**src/hdl/bpcc_mul.sv**
```systemverilog
// Shared 32x32 multiplier with a registered 64-bit product.
// No package dependencies.
module bpcc_mul (
  input  logic        clk,
  input  logic [31:0] a,
  input  logic [31:0] b,
  output logic [63:0] p
);

  always_ff @(posedge clk) begin
    p <= 64'(a) * 64'(b);
  end

endmodule

```
**config.mk**
```make
export PLATFORM = sky130hd
export DESIGN_NAME = bpcc_mul
export DESIGN_NICKNAME = d
export VERILOG_FILES = /design/src/hdl/bpcc_mul.sv
export SDC_FILE = /design/constraint.sdc
export NUM_CORES = 2
export LEC_CHECK = 0
export BUFFER_PORTS_ARGS = -buffer_cell sky130_fd_sc_hd__buf_2
export CORE_ASPECT_RATIO = 1.5
export CORE_MARGIN = 1.5
export CORE_UTILIZATION = 61
export CTS_CLUSTER_SIZE = 25
export DETAILED_ROUTE_END_ITERATION = 16
export GPL_ROUTABILITY_DRIVEN = 1
export HOLD_SLACK_MARGIN = 0.06
export PLACE_DENSITY_LB_ADDON = 0.25
export SLEW_MARGIN = 10
export SYNTH_ARGS = -nofsm -noshare
export SYNTH_HDL_FRONTEND = slang
export SYNTH_SLANG_ARGS = --single-unit
```
**constraint.sdc**
```tcl
create_clock -name clk -period 10 [get_ports clk]
set_input_delay 0.5 -clock clk [delete_from_list [all_inputs] [get_ports clk]]
set_output_delay 0.5 -clock clk [all_outputs]
set_load 0.02 [all_outputs]
```
==> summary.md <==
| Metric | Value |
|---|---|
| CTS root buf | clkbuf_16 |
| Simple-Gate Fraction of Synth Area | 0.176 |
| Max reg flops | 64 |
| Worst hold start | a[0] |
| CP most frequent cell | fa_1 |
| Synth Cell Area | 34700 µm² |
| Post-Route WL | 97000 µm |
| Grt ovf | 0 |
| Final cell count without fillers | 4438 |
| Initial Utilization | 0.620 |
| Total CTS buffers | 9 |
| H-tree Lvls | 3 |
| Adder-cell share of the synthesized area | 0.612 |
| Proportion of synthesized area in mux cells | 0.000289 |
| Largest register by flop count | p |
| WP data required | 10300 ps |
| Worst Hold Depth | 2 |
| Layout cells sized above 1 | 0.0454 |
| DRC | 0 |
| Die Y | 295 µm |
| Resized Gates After CTS | 0 |
| Antenna viol nets, final | 0 |
| All-Layer GR Usage | 0.357 |
| Seq/Total Area, Yosys | 0.0369 |
| Clock buffer depth | 2 |
| Slew headroom | 0.183 |
| Compound-gate portion of the synthesized area | 0.0415 |
| Most frequent cells in the layout | fa_1, inv_1, and2_1 |
| DP HPWL | 78400 µm |
| Area delta synth->final | 3.27% |
| Vias | 25400 |
| Critical-path top delay cell | fa_1 |
| WP data arrival | 8520 ps |
| Number of synthesized flops with an enable pin | 0 |
| Boundary Pins | 129 |
| End of the worst hold path | p[0]$_DFF_P_ |
| Worst slew pin tran | 1220 ps |
| CP startpoint kind | input pin |
| Status | complete, no violations |
| Post-CTS Setup Inserts | 0 |
| Syn. warnings | 0 |
| Die boundary width | 198 µm |
| Post-Syn Nets | 4972 |
| Clk slew on worst S/H paths | 60 ps |
| DR WL/cell | 21.9 µm |
| Max-Cap Viols | 0 |
| Post-layout util | 0.640 |
| Synth Area per Inst | 9.25 µm² |
| Number of hold violations in the final report | 0 |
| Cells after synthesis | 3748 |
| RSZ-0062 raised after global routing | no |
| Fin nets | 4898 |
| Clock sinks | 64 |
| Critical Path End Type | flip-flop |
| Biggest regs | p (64) |
| Most common cell after layout, fill and taps aside | fa_1 |
| Initial antenna violation count | 1 |
| Final min period | 8210 ps |
| Hold Crit Class | in2reg |
| GPL Wtd Cong | 0.991 |
| Iter 0 DRT Violations | 1377 |
| Fmax | 122 MHz |
| Largest net degree at the start of global routing | 33 |
| Final worst path period share | 0.821 |
| Post-synth cell types | 57 |
| Dominant synthesized flop cell | dfxtp_1 |
| Row count | 106 |
| Crit Path Class | in2reg |
| Setup TNS | 0 ps |
| Die area | 58300 µm² |
| Placed insts | 4419 |
| Worst path max stage delay | 710 ps |
| Detail-routed via count per cell | 5.72 |
| Final hold slack | 767 ps |
| Final setup fails | 0 |
| CTS tree | yes |
| Slew Viols, Final | 0 |
| Number of port buffers | 128 |
| Asr flop ratio synth | 0 |
| Yosys reg bits | 64 |
| TritonRoute pass-1 iters | 5 |
| Vias in the first global route | 28300 |
| Core area | 56000 µm² |
| Cell breakdown of the critical path | buf_2 -> nand2_1 -> fa_1 -> inv_1 -> fa_1 -> inv_1 -> fa_1 -> inv_1 -> fa_1 -> fa_1 -> fa_1 -> fa_1 -> fa_1 -> ha_1 -> nand2_1 -> or4_1 -> or3_1 -> a31oi_1 -> a31o_2 -> a211oi_1 -> o21ai_1 -> xor2_1 |
| Largest family of logic cells by synthesized area | adder cells |
| CTS Hold Bufs | 0 |
| First-pass GRT wire length | 153000 µm |
| Synth Area in XOR/XNOR | 0.0152 |
| Crit-path max FO | 32 |
==> metrics by stage <==
| step | setup WS, ps | area (µm²) |
|---|---|---|
| floorplan | 2750 | 34700 |
| global placement | 1740 | 35500 |
| detailed placement | 1640 | 35500 |
| CTS | 2010 | 35800 |
| global route | 1590 | 35800 |
| finish | 1790 | 35800 |
==> cell usage after synthesis, drive strengths merged (3+ instances only) <==
library cell	number	area, µm²
xnor2	35	307
a21boi	3	22.5
nand3	10	50.1
or3	3	18.8
o21ai	26	130
a221oi	4	87.6
a21o	40	300
a221o	4	40.0
inv	865	3250
a31oi	12	75.1
and2	602	3770
and3	14	87.6
a21oi	66	342
a211oi	3	22.5
nor3	7	35.0
nand4	23	144
o21a	9	67.6
and4	3	26.3
dfxtp	64	1280
fa	896	17900
o31ai	5	78.8
o21bai	11	86.3
nand2	480	1800
nor2	20	75.1
xor2	25	219
o221ai	3	26.3
clkbuf	213	800
or2	3	18.8
ha	263	3290
buf	7	33.8
or4	3	22.5
==> logic make-up after synthesis <==
group                    Yosys count
adder cells (fa/ha/maj)         1159
multiplexers                       1
XOR/XNOR                          60
flip-flops                        64
buffers and inverters           1085
AND/OR/NAND/NOR                 1177
AO/OA/AOI/OAI                    202
==> metal layers <==
| metal | up-vias | routed length (µm) | global-route usage |
|---|---|---|---|
| met2 | 1117 | 51300 | 0.637 |
| li1 | 10700 | - | - |
| met1 | 13100 | 29100 | 0.353 |
| met4 | 0 | 10900 | 0.328 |
| met3 | 492 | 5670 | 0.0552 |
| met5 | - | 0 | 0 |
==> critical path, delay by kind of cell <==
kind | cells | cell delay, ps
compound gates | 4 | 1140
buf+inv | 4 | 770
fa+ha+maj | 9 | 4640
xor+xnor | 1 | 160
simple gates | 4 | 1280
==> cell type report <==
type / instances / area, µm²
clock buffers: 10 / 229
repair buffers: 135 / 693
inverters: 865 / 3250
clock inverters: 6 / 92.6
flip-flops and latches: 64 / 1280
diodes: 3 / 7.51
fillers: 4744 / 20200
multi-input cells: 2599 / 29300
well taps: 756 / 946
==> how the worst max path moves through the flow <==
stage | to | from | slack, ps
finish | p[62]$_DFF_P_ | b[23] | 1790
global route | p[62]$_DFF_P_ | a[22] | 1590
CTS | p[62]$_DFF_P_ | b[23] | 2010
detailed placement | p[62]$_DFF_P_ | a[22] | 1640
global placement | p[62]$_DFF_P_ | a[25] | 1740
floorplan | p[62]$_DFF_P_ | a[25] | 2750
Power is not shown: default switching activity piles up to over one toggle a cycle in this logic, so the estimate is an artifact.
