==> src/hdl/bpcc_pkg.sv <==
// Package for the BDP probe congestion controller.
// Holds mode, opcode and register index codes, sequencer states and datapath widths.
// No dependencies.
package bpcc_pkg;

  localparam int DIV_W = 68;
  localparam int DIV_CNT_W = 7;

  localparam logic [2:0] MODE_RECOVER = 3'd0;
  localparam logic [2:0] MODE_STABLE  = 3'd1;
  localparam logic [2:0] MODE_DRAIN   = 3'd2;
  localparam logic [2:0] MODE_GAIN1   = 3'd3;
  localparam logic [2:0] MODE_GAIN2   = 3'd4;

  localparam logic [1:0] OP_SAMPLE  = 2'd0;
  localparam logic [1:0] OP_RESTART = 2'd1;
  localparam logic [1:0] OP_UNDO    = 2'd2;
  localparam logic [1:0] OP_INIT    = 2'd3;

  localparam logic [1:0] REG_STABLE_PERIODS = 2'd0;
  localparam logic [1:0] REG_MIN_INC        = 2'd1;
  localparam logic [1:0] REG_MAX_INC        = 2'd2;
  localparam logic [1:0] REG_SS_FACTOR      = 2'd3;

  localparam logic [31:0] FLOOR_WIN = 32'd4;
  localparam logic [31:0] US_PER_S  = 32'd1000000;

  typedef enum logic [4:0] {
    ST_IDLE,
    ST_DISPATCH,
    ST_EST_MUL,
    ST_EST_DSTART,
    ST_EST_DWAIT,
    ST_EST_UPD,
    ST_EXP_MUL,
    ST_DECIDE,
    ST_GW_MUL,
    ST_GW_DSTART,
    ST_GW_DWAIT,
    ST_CLAMP,
    ST_PACE,
    ST_PACE_MUL2,
    ST_PACE_MUL3,
    ST_PACE_DSTART,
    ST_PACE_DWAIT,
    ST_DONE
  } seq_state_t;

  typedef struct packed {
    logic             start;
    logic [DIV_W-1:0] dividend;
    logic [31:0]      divisor;
  } div_req_t;

endpackage

==> src/hdl/bpcc_div.sv <==
// Restoring divider, one quotient bit per cycle, shared by all divisions.
// Depends on bpcc_pkg for widths and the request struct.
module bpcc_div (
  input  logic                      clk,
  input  logic                      rst,
  input  bpcc_pkg::div_req_t        req,
  output logic                      done,
  output logic [bpcc_pkg::DIV_W-1:0] quotient
);

  logic [31:0]                      rem;
  logic [31:0]                      dsr;
  logic [bpcc_pkg::DIV_CNT_W-1:0]   cnt;
  logic                             busy;
  logic [32:0]                      trial;
  logic [32:0]                      diff;
  logic                             fits;

  assign trial = {rem, quotient[bpcc_pkg::DIV_W-1]};
  assign diff  = trial - {1'b0, dsr};
  assign fits  = trial >= {1'b0, dsr};

  always_ff @(posedge clk) begin
    if (rst) begin
      busy <= 1'b0;
      done <= 1'b0;
    end else begin
      done <= 1'b0;
      if (req.start) begin
        rem      <= '0;
        quotient <= req.dividend;
        dsr      <= req.divisor;
        cnt      <= bpcc_pkg::DIV_CNT_W'(bpcc_pkg::DIV_W);
        busy     <= 1'b1;
      end else if (busy) begin
        rem      <= fits ? diff[31:0] : trial[31:0];
        quotient <= {quotient[bpcc_pkg::DIV_W-2:0], fits};
        cnt      <= cnt - 1'b1;
        if (cnt == bpcc_pkg::DIV_CNT_W'(1)) begin
          busy <= 1'b0;
          done <= 1'b1;
        end
      end
    end
  end

endmodule

==> config.mk <==
export PLATFORM = sky130hd
export DESIGN_NAME = bpcc_div
export DESIGN_NICKNAME = d
export VERILOG_FILES = /design/src/hdl/bpcc_pkg.sv /design/src/hdl/bpcc_div.sv
export SDC_FILE = /design/constraint.sdc
export NUM_CORES = 1
export LEC_CHECK = 0
export BUFFER_PORTS_ARGS = -buffer_cell sky130_fd_sc_hd__buf_4
export CORE_ASPECT_RATIO = 1.4
export CORE_MARGIN = 2
export CORE_UTILIZATION = 55
export DETAILED_ROUTE_END_ITERATION = 7
export PLACE_DENSITY = 0.91
export SETUP_SLACK_MARGIN = 0.1
export SLEW_MARGIN = 25
export SYNTH_ARGS = -nofsm -noshare
export SYNTH_HDL_FRONTEND = slang
export SYNTH_SLANG_ARGS = --single-unit
==> constraint.sdc <==
create_clock -name clk -period 9.2 [get_ports clk]
set_input_delay 1.84 -clock clk [delete_from_list [all_inputs] [get_ports clk]]
set_output_delay 1.84 -clock clk [all_outputs]
set_load 0.005 [all_outputs]
==> results.ini <==
[run_status]
status=completed

[timing]
setup-tns-final_ps=0
rsz0062_at_grt=no
relSlewSlack_pct=37.9
fmaxAchievable_mhz=273
tightest_slew_ps=930
final-setup-viol-count=0
fin_crit_ps=3660
finalCritPeriodShare_pct=39.8
skew_ps=14.0
final_max_slew_viol_count=0
final_hold_viol_count=0

[logic_synthesis]
yosys-top-cells-area=edfxtp_1 54%, mux2_2 9.9%, ha_1 5.5%, a21oi_1 3.1%, xnor2_1 2.6%
yosysMostFrequentCell=edfxtp_1
yosysWarnings=0
synth_ff_type=edfxtp_1
synth_top_area_share_pct=53.9
syn_area_um2=7740
async_reset_ff_share_pct=0
syn_area_per_cell_um2=11.9
synthCells=648
synth_common_cells=139 x edfxtp_1, 68 x mux2_2, 49 x nor2_1
ys_seq_area_share_pct=54.5
synth_cell_types=59
synth_fp_nets=786
ys_ff_latch=141
yosys.area.top_type=edfxtp_1
synth-edff-count=139

[cells_and_area]
drive_gt1_share_pct=35.6
syn_to_final_growth_pct=26.6
final_nets=956
nFillCells=915
postLayoutCellArea_um2=9800

[floorplanning]
pin_count=172
start_util_pct=55.9
die_area_um2=15000
die_y_um=144
core-area_um2=13800
fp.dieW_um=104
rows=51

[pwr]
comb_power_share_pct=23.7
switching_power_uw=603
internal-power_mw=1.39
pwr-share-clk_pct=35.9
pwr-share-seq_pct=40.4
swShare_pct=30.2
power_density_nw_per_um2=204
power.leakage_nw=3.97
ir_drop_uv=170

[route]
drc=0
antenna_left=0
vias=5944
routedWlPerCell_um=21.6
wirelength_um=22000
drtIter0Drc=421
viasPerCell=5.84
drt_pre_antenna_iters=5

[grt]
grt_usage_pct=29.7
grt_pass1_vias=6267
grt_max_degree=73
grt-ovfl-total=0
antenna_found_initial=2
grt_pass1_wl_um=33600

[setup_path]
crit_arrival_ps=3770
critPathKind=input pin to flop
max_stage_delay_ps=820
cp_num_buf_inv=3
crit_path_frequent_cell=buf_4
crit_path_start_kind=input pin
required_ps=9310
critPathTopFamily=buffers and inverters
worst_setup_path_end_kind=flop
crit_chain=buf_4 -> inv_1 -> nor2_2 -> buf_4
cp_slowest_cell=nor2_2
cp_max_fo=29

[placed_design]
dpl-instance-area_um2=9170
dp_hpwl_um=14700
port_buffers=171
gp_congestion=0.968

[cts]
htreeDepth=4
clk_pin_slew_worst_paths_ps=70
cts_resized=0
cts_tree=done
cts_sinks=141
cts_setup_buffers=0
cts_hold_repair.buffers=0
clockBufferDepth=2
cts_buffers=17
clock_latency_ps=450
root_buffer=clkbuf_16

[hold_path]
hold_class=flop to flop

[job]
drv_cap=0

==> layout make-up <==
class,count,area [µm²],share of cell area [%]
tap,185,231,2.36
multi-input combinational,434,3230,32.9
clock inverter,15,176,1.80
inverter,48,180,1.84
clock buffer,17,425,4.34
antenna,2,5.00,0.0511
timing repair buffer,176,1340,13.7
sequential,141,4210,43.0
==> stage by stage <==
step	power [mW]	utilization [%]	hold slack (ps)	setup slack, ps	cells
2_1_floorplan	1.13	-	460	1980	648
5_1_grt	2.07	70.8	557	5390	1018
4_1_cts	1.99	70.5	546	5210	1015
6_report	2.00	70.8	550	5540	1018
3_3_place_gp	1.26	66.2	527	4830	983
3_5_place_dp	1.27	66.2	519	4820	983
==> registers in the layout, indices dropped and copies added (netlist names) <==
register  flops
quotient     68
done          1
rem          32
cnt           7
busy          1
dsr          32
==> power by group through the flow <==
stage	clock network, mW	logic [mW]	registers, mW
final	0.717	0.474	0.806
after global routing	0.742	0.517	0.811
after CTS	0.719	0.466	0.806
after detailed placement	0	0.456	0.816
after global placement	0	0.446	0.814
after floorplan	0	0.321	0.813
==> cells in the final DEF (no fill, tap or decap), types with 10 or more instances in the layout <==
cell type | netlist | routed
a21o_1 | 10 | 10
a21oi_1 | 48 | 48
buf_4 | 0 | 175
clkbuf_16 | 0 | 17
edfxtp_1 | 139 | 139
ha_1 | 34 | 34
inv_1 | 48 | 48
mux2_2 | 68 | 68
mux2i_1 | 10 | 10
nand2_1 | 41 | 41
nand3_1 | 12 | 12
nor2_1 | 49 | 47
nor3_1 | 12 | 12
o21ai_0 | 27 | 27
xnor2_1 | 23 | 23
==> cell families after synthesis <==
kind of cell             synth area share, %
multiplexers                            11.4
buffers and inverters                   3.98
AO/OA/AOI/OAI                           11.5
AND/OR/NAND/NOR                         9.49
adder cells (fa/ha/maj)                 5.76
flip-flops                              54.5
XOR/XNOR                                3.40
==> routing by layer <==
metal | GRT usage, % | wire (µm) | up-vias
li1 | - | - | 2750
met3 | 10.4 | 1960 | 53
met5 | 0 | 0 | -
met4 | 13.6 | 829 | 0
met1 | 32.3 | 7970 | 2850
met2 | 52.3 | 11200 | 291
==> final timing paths <==
check	from	end	slack, ps	cells past startpoint
setup / recovery	req[100]	dsr[10]	5540	4
hold / removal	busy	done	550	1
setup reg to reg	rem[17]	rem[27]	5760	9
hold reg to reg	busy	done	550	1
(Power assumes the default switching activity.)
